===== src/rtl/pcxrle_pkg.sv =====
`default_nettype none
package pcxrle_pkg;

   // Field widths
   localparam int COL_W      = 12;
   localparam int ROW_W      = 10;
   localparam int LEFT_W     = 11;
   localparam int BPL_W      = 11;
   localparam int BYTE_W     = 8;
   localparam int COUNT_W    = 6;
   localparam int CSR_IDX_W  = 2;
   localparam int CSR_DATA_W = 11;

   // Default screen height
   localparam int SCREEN_HEIGHT_DEF = 400;

   // Register reset values
   localparam logic [BPL_W-1:0] BPL_RESET       = 11'd640;
   localparam logic [ROW_W-1:0] ROW_LIMIT_RESET = 10'd399;

   // Register indexes
   localparam logic [CSR_IDX_W-1:0] CSR_LEFT_COL       = 2'd0;
   localparam logic [CSR_IDX_W-1:0] CSR_TOP_ROW        = 2'd1;
   localparam logic [CSR_IDX_W-1:0] CSR_BYTES_PER_LINE = 2'd2;
   localparam logic [CSR_IDX_W-1:0] CSR_ROW_LIMIT      = 2'd3;

   // Input function codes
   localparam logic FUNC_DATA  = 1'b0;
   localparam logic FUNC_BEGIN = 1'b1;

   // Marker prefix in the top two bits of a byte
   localparam logic [1:0] MARKER_PREFIX = 2'b11;

   typedef enum logic {
      ST_IDLE,
      ST_EMIT
   } state_type;

   // Controller to datapath
   typedef struct packed {
      logic begin_load;
      logic mark_done;
      logic set_run;
      logic zero_run;
      logic start_emit;
      logic emit_pixel;
   } cmd_type;

   // Datapath to controller
   typedef struct packed {
      logic is_begin;
      logic blocked;
      logic pending;
      logic run_zero;
      logic marker;
      logic last_pixel;
      logic slot_free;
   } stat_type;

endpackage
`default_nettype wire


===== src/rtl/pcxrle_if.sv =====
`default_nettype none
interface pcxrle_req_if;
   import pcxrle_pkg::*;
   logic              valid;
   logic              ready;
   logic              func;
   logic [BYTE_W-1:0] data_byte;

   modport source (output valid, output func, output data_byte, input ready);
   modport sink   (input valid, input func, input data_byte, output ready);
endinterface

interface pcxrle_rsp_if;
   import pcxrle_pkg::*;
   logic              valid;
   logic              ready;
   logic [COL_W-1:0]  pixel_x;
   logic [ROW_W-1:0]  pixel_y;
   logic [BYTE_W-1:0] color_index;
   logic              last;

   modport source (output valid, output pixel_x, output pixel_y, output color_index,
                   output last, input ready);
   modport sink   (input valid, input pixel_x, input pixel_y, input color_index,
                   input last, output ready);
endinterface
`default_nettype wire


===== src/rtl/pcxrle_ctrl.sv =====
`default_nettype none
module pcxrle_ctrl (
   input  wire logic                 clock,
   input  wire logic                 reset,
   input  wire logic                 req_valid,
   output logic                      req_ready,
   input  wire pcxrle_pkg::stat_type stat,
   output pcxrle_pkg::cmd_type       cmd
);
   import pcxrle_pkg::*;

   state_type state_ff;
   state_type state_in;

   // State register
   always_ff @(posedge clock) begin
      if (reset) begin
         state_ff <= ST_IDLE;
      end else begin
         state_ff <= state_in;
      end
   end

   // Next state and commands
   always_comb begin
      state_in  = state_ff;
      cmd       = '0;
      req_ready = 1'b0;
      unique case (state_ff)
         ST_IDLE: begin
            req_ready = 1'b1;
            if (req_valid) begin
               priority if (stat.is_begin) begin
                  cmd.begin_load = 1'b1;
               end else if (stat.blocked) begin
                  cmd.mark_done = 1'b1;
               end else if (stat.pending && stat.run_zero) begin
                  cmd.zero_run = 1'b1;
               end else if (!stat.pending && stat.marker) begin
                  cmd.set_run = 1'b1;
               end else begin
                  cmd.start_emit = 1'b1;
                  state_in       = ST_EMIT;
               end
            end
         end
         ST_EMIT: begin
            // Advance one pixel whenever the output slot frees up
            if (stat.slot_free) begin
               cmd.emit_pixel = 1'b1;
               if (stat.last_pixel) begin
                  state_in = ST_IDLE;
               end
            end
         end
         default: begin
            state_in = ST_IDLE;
         end
      endcase
   end

endmodule
`default_nettype wire


===== src/rtl/pcxrle_dp.sv =====
`default_nettype none
module pcxrle_dp #(
   parameter int SCREEN_HEIGHT = pcxrle_pkg::SCREEN_HEIGHT_DEF
) (
   input  wire logic                                  clock,
   input  wire logic                                  reset,
   input  wire logic                                  csr_wen,
   input  wire logic [pcxrle_pkg::CSR_IDX_W-1:0]      csr_index,
   input  wire logic [pcxrle_pkg::CSR_DATA_W-1:0]     csr_wdata,
   input  wire logic                                  req_func,
   input  wire logic [pcxrle_pkg::BYTE_W-1:0]         req_data_byte,
   input  wire pcxrle_pkg::cmd_type                   cmd,
   output pcxrle_pkg::stat_type                       stat,
   input  wire logic                                  rsp_ready,
   output logic                                       rsp_valid,
   output logic [pcxrle_pkg::COL_W-1:0]               rsp_pixel_x,
   output logic [pcxrle_pkg::ROW_W-1:0]               rsp_pixel_y,
   output logic [pcxrle_pkg::BYTE_W-1:0]              rsp_color_index,
   output logic                                       rsp_last
);
   import pcxrle_pkg::*;

   localparam logic [ROW_W-1:0] ROW_CAP = ROW_W'(SCREEN_HEIGHT - 1);
   localparam logic [COL_W-1:0] COL_MAX = '1;

   // Configuration registers
   logic [LEFT_W-1:0] left_col_ff;
   logic [ROW_W-1:0]  top_row_ff;
   logic [BPL_W-1:0]  bpl_ff;
   logic [ROW_W-1:0]  row_limit_ff;

   // Decode state
   logic [COL_W-1:0]   column_ff, column_in;
   logic [ROW_W-1:0]   row_ff, row_in;
   logic               pending_ff, pending_in;
   logic [COUNT_W-1:0] count_ff, count_in;
   logic               done_ff, done_in;
   logic [BYTE_W-1:0]  color_ff, color_in;
   logic [COUNT_W-1:0] remain_ff, remain_in;

   // Output register
   logic              rsp_valid_ff, rsp_valid_in;
   logic [COL_W-1:0]  rsp_x_ff;
   logic [ROW_W-1:0]  rsp_y_ff;
   logic [BYTE_W-1:0] rsp_color_ff;
   logic              rsp_last_ff;

   logic [ROW_W-1:0] end_row;
   logic [COL_W-1:0] line_end;
   logic [COL_W-1:0] col_next;
   logic [ROW_W-1:0] row_inc;
   logic             slot_free;

   // Write configuration
   always_ff @(posedge clock) begin
      if (reset) begin
         left_col_ff  <= '0;
         top_row_ff   <= '0;
         bpl_ff       <= BPL_RESET;
         row_limit_ff <= ROW_LIMIT_RESET;
      end else if (csr_wen) begin
         unique case (csr_index)
            CSR_LEFT_COL:       left_col_ff  <= csr_wdata[LEFT_W-1:0];
            CSR_TOP_ROW:        top_row_ff   <= csr_wdata[ROW_W-1:0];
            CSR_BYTES_PER_LINE: bpl_ff       <= csr_wdata[BPL_W-1:0];
            CSR_ROW_LIMIT:      row_limit_ff <= csr_wdata[ROW_W-1:0];
            default:            left_col_ff  <= left_col_ff;
         endcase
      end
   end

   // Position helpers
   assign end_row   = (row_limit_ff <= ROW_CAP) ? row_limit_ff : ROW_CAP;
   assign line_end  = COL_W'({1'b0, left_col_ff}) + COL_W'({1'b0, bpl_ff});
   assign col_next  = (column_ff < COL_MAX) ? column_ff + 1'b1 : column_ff;
   assign row_inc   = row_ff + 1'b1;
   assign slot_free = !rsp_valid_ff || rsp_ready;

   // Status to the controller
   always_comb begin
      stat.is_begin   = (req_func == FUNC_BEGIN);
      stat.blocked    = done_ff || (row_ff >= end_row);
      stat.pending    = pending_ff;
      stat.run_zero   = (count_ff == '0);
      stat.marker     = (req_data_byte[BYTE_W-1:BYTE_W-2] == MARKER_PREFIX);
      stat.last_pixel = (remain_ff == COUNT_W'(1));
      stat.slot_free  = slot_free;
   end

   // Next decode state
   always_comb begin
      column_in    = column_ff;
      row_in       = row_ff;
      pending_in   = pending_ff;
      count_in     = count_ff;
      done_in      = done_ff;
      color_in     = color_ff;
      remain_in    = remain_ff;
      rsp_valid_in = rsp_valid_ff && !rsp_ready;
      if (cmd.begin_load) begin
         column_in  = COL_W'({1'b0, left_col_ff});
         row_in     = top_row_ff;
         pending_in = 1'b0;
         count_in   = '0;
         done_in    = (top_row_ff >= end_row);
      end
      if (cmd.mark_done) begin
         done_in = 1'b1;
      end
      if (cmd.set_run) begin
         pending_in = 1'b1;
         count_in   = req_data_byte[COUNT_W-1:0];
      end
      // Empty run: drop it, then check the line end only for a nonzero width
      if (cmd.zero_run) begin
         pending_in = 1'b0;
         count_in   = '0;
         if ((bpl_ff != '0) && (column_ff >= line_end)) begin
            column_in = COL_W'({1'b0, left_col_ff});
            row_in    = row_inc;
            done_in   = done_ff || (row_inc >= end_row);
         end
      end
      if (cmd.start_emit) begin
         color_in   = req_data_byte;
         remain_in  = pending_ff ? count_ff : COUNT_W'(1);
         pending_in = 1'b0;
         count_in   = '0;
      end
      // Plot one pixel; on the final one wrap the line if it is full
      if (cmd.emit_pixel) begin
         rsp_valid_in = 1'b1;
         column_in    = col_next;
         remain_in    = remain_ff - 1'b1;
         if ((remain_ff == COUNT_W'(1)) && (col_next >= line_end)) begin
            column_in = COL_W'({1'b0, left_col_ff});
            row_in    = row_inc;
            done_in   = done_ff || (row_inc >= end_row);
         end
      end
   end

   // Decode state registers
   always_ff @(posedge clock) begin
      if (reset) begin
         column_ff    <= '0;
         row_ff       <= '0;
         pending_ff   <= 1'b0;
         count_ff     <= '0;
         done_ff      <= 1'b0;
         remain_ff    <= '0;
         rsp_valid_ff <= 1'b0;
      end else begin
         column_ff    <= column_in;
         row_ff       <= row_in;
         pending_ff   <= pending_in;
         count_ff     <= count_in;
         done_ff      <= done_in;
         remain_ff    <= remain_in;
         rsp_valid_ff <= rsp_valid_in;
      end
   end

   // Color and output payload
   always_ff @(posedge clock) begin
      color_ff <= color_in;
      if (cmd.emit_pixel) begin
         rsp_x_ff     <= column_ff;
         rsp_y_ff     <= row_ff;
         rsp_color_ff <= color_ff;
         rsp_last_ff  <= (remain_ff == COUNT_W'(1));
      end
   end

   assign rsp_valid       = rsp_valid_ff;
   assign rsp_pixel_x     = rsp_x_ff;
   assign rsp_pixel_y     = rsp_y_ff;
   assign rsp_color_index = rsp_color_ff;
   assign rsp_last        = rsp_last_ff;

`ifndef SYNTH
   a_emit_slot: assert property (@(posedge clock) disable iff (reset)
      cmd.emit_pixel |-> slot_free)
      else $error("pixel emitted into an occupied output slot");
   a_start_nonzero: assert property (@(posedge clock) disable iff (reset)
      cmd.start_emit |=> (remain_ff != '0))
      else $error("emit started with no pixels to plot");
   a_last_mark: assert property (@(posedge clock) disable iff (reset)
      (cmd.emit_pixel && (remain_ff == COUNT_W'(1))) |=> (rsp_valid_ff && rsp_last_ff))
      else $error("final pixel of a byte not marked last");
   a_done_sticky: assert property (@(posedge clock) disable iff (reset)
      (done_ff && !cmd.begin_load) |=> done_ff)
      else $error("image done cleared without a new image");
`endif

endmodule
`default_nettype wire


===== src/rtl/pcx_rle_pixel_decoder_top.sv =====
// PCX run-length pixel decoder.
// Each pixel of a taken byte passes through the color/run registers and then the
// output register, where it waits while the output is stalled.
// A literal is taken, then its pixel is emitted; a run takes the marker, then the
// data byte, then its pixels one by one; no byte is taken while pixels are emitted.
// Reset: synchronous, active high; clears position, run and done state and
// loads the register defaults.
`default_nettype none
module pcx_rle_pixel_decoder_top #(
   parameter int SCREEN_HEIGHT = pcxrle_pkg::SCREEN_HEIGHT_DEF
) (
   input  wire logic                              clock,
   input  wire logic                              reset,
   input  wire logic                              csr_wen,
   input  wire logic [pcxrle_pkg::CSR_IDX_W-1:0]  csr_index,
   input  wire logic [pcxrle_pkg::CSR_DATA_W-1:0] csr_wdata,
   pcxrle_req_if.sink                             req_chan,
   pcxrle_rsp_if.source                           rsp_chan
);
   import pcxrle_pkg::*;

   cmd_type  cmd;
   stat_type stat;

   pcxrle_ctrl u_ctrl (
      .clock     (clock),
      .reset     (reset),
      .req_valid (req_chan.valid),
      .req_ready (req_chan.ready),
      .stat      (stat),
      .cmd       (cmd)
   );

   pcxrle_dp #(
      .SCREEN_HEIGHT (SCREEN_HEIGHT)
   ) u_dp (
      .clock           (clock),
      .reset           (reset),
      .csr_wen         (csr_wen),
      .csr_index       (csr_index),
      .csr_wdata       (csr_wdata),
      .req_func        (req_chan.func),
      .req_data_byte   (req_chan.data_byte),
      .cmd             (cmd),
      .stat            (stat),
      .rsp_ready       (rsp_chan.ready),
      .rsp_valid       (rsp_chan.valid),
      .rsp_pixel_x     (rsp_chan.pixel_x),
      .rsp_pixel_y     (rsp_chan.pixel_y),
      .rsp_color_index (rsp_chan.color_index),
      .rsp_last        (rsp_chan.last)
   );

endmodule
`default_nettype wire


===== src/flat_wrapper.sv =====
// flat-port wrapper written by rule: the top's interface ports become plain ports
module pcx_rle_pixel_decoder_top_flat import pcxrle_pkg::*;
#(
   parameter int SCREEN_HEIGHT = pcxrle_pkg::SCREEN_HEIGHT_DEF
)
  (clock, reset, csr_wen, csr_index, csr_wdata, req_chan_valid, req_chan_func, req_chan_data_byte, req_chan_ready, rsp_chan_valid, rsp_chan_pixel_x, rsp_chan_pixel_y, rsp_chan_color_index, rsp_chan_last, rsp_chan_ready);
  pcxrle_req_if req_chan_i ();
  pcxrle_rsp_if rsp_chan_i ();
  input  wire logic clock;
  input  wire logic reset;
  input  wire logic csr_wen;
  input  wire logic [pcxrle_pkg::CSR_IDX_W-1:0] csr_index;
  input  wire logic [pcxrle_pkg::CSR_DATA_W-1:0] csr_wdata;
  input wire logic [$bits(req_chan_i.valid)-1:0] req_chan_valid;
  input wire logic [$bits(req_chan_i.func)-1:0] req_chan_func;
  input wire logic [$bits(req_chan_i.data_byte)-1:0] req_chan_data_byte;
  output wire logic [$bits(req_chan_i.ready)-1:0] req_chan_ready;
  output wire logic [$bits(rsp_chan_i.valid)-1:0] rsp_chan_valid;
  output wire logic [$bits(rsp_chan_i.pixel_x)-1:0] rsp_chan_pixel_x;
  output wire logic [$bits(rsp_chan_i.pixel_y)-1:0] rsp_chan_pixel_y;
  output wire logic [$bits(rsp_chan_i.color_index)-1:0] rsp_chan_color_index;
  output wire logic [$bits(rsp_chan_i.last)-1:0] rsp_chan_last;
  input wire logic [$bits(rsp_chan_i.ready)-1:0] rsp_chan_ready;
  assign req_chan_i.valid = req_chan_valid;
  assign req_chan_i.func = req_chan_func;
  assign req_chan_i.data_byte = req_chan_data_byte;
  assign req_chan_ready = req_chan_i.ready;
  assign rsp_chan_valid = rsp_chan_i.valid;
  assign rsp_chan_pixel_x = rsp_chan_i.pixel_x;
  assign rsp_chan_pixel_y = rsp_chan_i.pixel_y;
  assign rsp_chan_color_index = rsp_chan_i.color_index;
  assign rsp_chan_last = rsp_chan_i.last;
  assign rsp_chan_i.ready = rsp_chan_ready;
  pcx_rle_pixel_decoder_top #(.SCREEN_HEIGHT(SCREEN_HEIGHT)) u_core (.clock(clock), .reset(reset), .csr_wen(csr_wen), .csr_index(csr_index), .csr_wdata(csr_wdata), .req_chan(req_chan_i), .rsp_chan(rsp_chan_i));
endmodule

===== config.mk =====
export PLATFORM = sky130hd
export DESIGN_NAME = pcx_rle_pixel_decoder_top_flat
export DESIGN_NICKNAME = d
export VERILOG_FILES = /design/src/rtl/pcxrle_pkg.sv /design/src/rtl/pcxrle_if.sv /design/src/rtl/pcxrle_ctrl.sv /design/src/rtl/pcxrle_dp.sv /design/src/rtl/pcx_rle_pixel_decoder_top.sv /design/src/flat_wrapper.sv
export SDC_FILE = /design/constraint.sdc
export NUM_CORES = 1
export LEC_CHECK = 0
export BUFFER_PORTS_ARGS = -buffer_cell sky130_fd_sc_hd__buf_2
export CAP_MARGIN = 15
export CORE_UTILIZATION = 51
export DETAILED_ROUTE_END_ITERATION = 8
export PLACE_DENSITY = 0.7
export SLEW_MARGIN = 20
export SYNTH_ARGS = -nofsm -noshare
export SYNTH_HDL_FRONTEND = slang
export SYNTH_SLANG_ARGS = --single-unit

===== constraint.sdc =====
create_clock -name clock -period 7.5 [get_ports clock]
set_input_delay 0.375 -clock clock [delete_from_list [all_inputs] [get_ports clock]]
set_output_delay 0.375 -clock clock [all_outputs]
set_load 0.05 [all_outputs]

==> results.txt <==
For the pin with the worst max-slew slack, the measured transition is 0.870 ns. The die covers 13400 um^2. Number of CTS-inserted buffers: 17. The top-area cell type share of the netlist area is 0.242. The run finished with clean final reports. The logs give 0 for the antenna diode count and 5034 for the number of global-route vias before repair. The run gives 0.111 mV as the maximum ir drop on the vdd rail.

Sorting the synthesized cells by how often they occur yields 80 x dfxtp_1, 70 x nor2_1, 69 x ha_1, 66 x nand2_1, 58 x a21oi_1. The first global-routing pass estimated 24400 um of wire. The wire length after detailed routing was 14900 um.

Share of post-route cells with drive strength above 1: 0.180. The total of buffers placed on input and output ports is 59. The layout overhead on the synthesized area was 15.4%. The run gives 0.419 as the sequential area share after synthesis. Yosys attributes the largest share of cell area to dfxtp_1 24%, edfxtp_1 18%, ha_1 13%, a21oi_1 4.4%, nor2_1 4.0%.

The clock tree buffer depth is 2, and the die extent in x is 116 um. The run gives 0.239 as the aggregate global-route resource usage. The proportion of total power due to net switching works out to 0.266. Most used flip-flop cell after synthesis: dfxtp_1. Worst max-slew margin expressed relative to the limit: 0.420. Dividing the detail-routed wire length by the instance count gives 16.0 um.

The core occupancy in the finished layout is 0.606, and the async set-or-reset flop fraction in the synthesized netlist is 0. Post-route cell area: 7650 um^2. The per-cell via count in the routed design was 5.62; the internal power of the cells was 1.35 mW.

Period utilization: 0.562. The analysis attributes to net switching a power of 489 uW. The placement row count is 41, and the cell area reported after detailed placement is 7030 um^2. The final hold violation count is 0, and the number of flops mapped to enable cells by yosys is 39. Clock-pin slew was measured on the worst setup and hold paths at 0.05 ns. Number of buffers added for setup after CTS: 0. Post-CTS repair changed the size of 0 cells. Once detail routing completed, the nets flagged for antenna violations numbered 0. The floorplan step set the die height to 116 um. The post-synthesis average cell area is 9.63 um^2, and the total via count after detailed routing is 5242.

For the maximum number of pins on one net before global-route repair, the log shows 65. In the post-synthesis netlist, the cell with the most instances is dfxtp_1. Summed over all cells, the static leakage comes to 3.29 nW. The congestion estimate from routability-driven global placement came to 0.923. The run gives 0.525 as the starting density of the core. First-pass iteration count of the detailed router: 4.

The final number of max-transition violations was 0. The core region is 12600 um^2. For the number of instances in the synthesized netlist, the log shows 688. The number of levels in the clock H-tree is 4. For the combinational fraction of design power, the log shows 0.148. The startpoint class of the critical path is a flop.

Worst setup path category: reg2reg. After layout, the worst setup slack is 3.28 ns. For this block, the initial DRC count from the detailed router was 327.

In this run the cell area of the synthesized design comes to 6620 um^2. The tree is rooted in a clkbuf_16. The worst hold path class was in2reg.

For the number of library cell types mapped by synthesis, the log shows 74. The tools report the clock insertion delay at the later pin of the skew report as 0.42 ns. The total global routing overflow is 0. The number of cells after detailed placement is 900. Setup repair after global routing left no endpoint under its margin. The routed design could run at a clock period as short as 4.22 ns.

OpenSTA, run right after detailed placement, puts the worst setup slack at 3.34 ns. The HPWL after detailed placement is 11000 um. At the worst endpoint, the arrival time is 4.53 ns. The required time of the worst setup path is 7.82 ns, and the total of hold buffers inserted after clock tree synthesis is 0. The share of power burned in the clock network came out at 0.454.

Max-cap violations in this run came to 0. After routing, the total negative slack on setup checks comes to 0 ns. Counting every sink on the clock net gives 119.

The Yosys step of the flow raised 0 warnings. The largest area contributor in the netlist is dfxtp_1. The part of the power in registers was 0.398.

At the end of the flow, the number of nets in the layout was 844. The count of placed standard cells in the final layout, fillers left out was 932. The logs give 60 for the total I/O pin count and 0 for the count of final setup violators. STA classifies the critical path endpoint as a flop.

The number of antenna violations at the first check in global routing is 0. TritonCTS built the clock tree. Synthesis inferred 119 register bits. Based on the critical path, the design can be clocked at up to 237 MHz. Along the worst path, the maximum fanout reaches 11.

The detailed-route DRC error count was 0; the worst clock skew on the final layout was 0.00543 ns. Dividing total power by cell area gives a power density of 240 nW/um^2.
[path summary, 6_finish.rpt]
| kind | depth (start not counted) | startpoint | end | slack, ns |
|---|---|---|---|---|
| min reg2reg | 0 | u_core.u_dp.color_ff[1] | u_core.u_dp.rsp_color_index[1] | 0.42 |
| min | 1 | req_chan_data_byte[3] | u_core.u_dp.color_ff[3] | 0.15 |
| max reg2reg | 15 | u_core.u_dp.bpl_ff[1] | u_core.u_dp.column_ff[4] | 3.28 |
| max | 15 | u_core.u_dp.bpl_ff[1] | u_core.u_dp.column_ff[4] | 3.28 |
[power groups by stage]
stage,Sequential [mW],Clock (mW),Combinational (mW)
6_report,0.732,0.834,0.271
4_1_cts,0.731,0.844,0.270
5_1_grt,0.736,0.875,0.303
3_3_place_gp,0.743,0,0.261
2_1_floorplan,0.768,0,0.175
3_5_place_dp,0.745,0,0.267
[worst max-delay path, stage by stage, from the launching register on]
cell and delay [ns]:
dfxtp_1 0.39, ha_1 0.25, a21o_1 0.15, a21o_1 0.19, a21oi_1 0.18, o21ai_0 0.15, a41o_1 0.27, or4_1 0.40
o21ai_0 0.15, ha_1 0.30, a211o_1 0.33, or3_1 0.33, o22ai_2 0.25, inv_2 0.17, and2_4 0.26, a2111oi_2 0.35
[cells by family (layout without fill, tap and decap cells)]
group                      after synthesis  after routing  share of synthesized area
adders and majority gates               70             70                      0.133
AOI/OAI and AO/OA                      146            146                      0.151
xor gates and xnor gates                24             24                     0.0317
DFF                                    119            119                      0.419
buffers and inverters                   59            129                     0.0410
other                                    1              3                   0.000566
muxes                                   30             30                     0.0478
and+or+nand+nor                        239            239                      0.176
[metal layers]
layer,GRT usage,part of all wire,up-vias
li1,-,-,2608
met1,0.310,0.46,2434
met2,0.374,0.46,168
met3,0.0549,0.057,32
met4,0.117,0.027,0
met5,0,0,-
[layout make-up]
cell class                 count  area (um^2)
tap                          172          215
inverter                      35          131
sequential                   119         2770
clock inverter                12          149
clock buffer                  20          468
fill                        1062         4970
timing repair buffer          62          318
multi-input combinational    512         3590
[layout by cell type (no fill, tap or decap), drive strengths merged, types with 8 or more instances in the layout]
cell	synthesis	layout
a211oi	15	15
a21oi	58	58
and3	9	9
buf	5	62
clkbuf	19	20
dfxtp	80	80
edfxtp	39	39
ha	69	69
inv	35	36
mux2	10	10
mux2i	20	20
nand2	67	67
nand2b	10	10
nand3	33	33
nand4	8	8
nor2	70	70
nor3	11	11
o21ai	17	17
o22ai	8	8
xnor2	13	13
xor2	11	11
[state kept, by name, summed over array words and instances, names as in the netlist, 10 cells and up]
register,cells
u_core.u_dp.left_col_ff,11
u_core.u_dp.bpl_ff,11
u_core.u_dp.column_ff,12
u_core.u_dp.row_ff,10
u_core.u_dp.row_limit_ff,10
u_core.u_dp.rsp_pixel_x,12
u_core.u_dp.top_row_ff,10
u_core.u_dp.rsp_pixel_y,10
[per-stage QoR]
stage / total power [mW] / hold WS (ns)
floorplan: 0.943 / 0.400
CTS: 1.84 / 0.135
detailed placement: 1.01 / 0.409
finish: 1.84 / 0.146
global route: 1.91 / 0.138
global placement: 1.00 / 0.401
(Power assumes the default switching activity.)
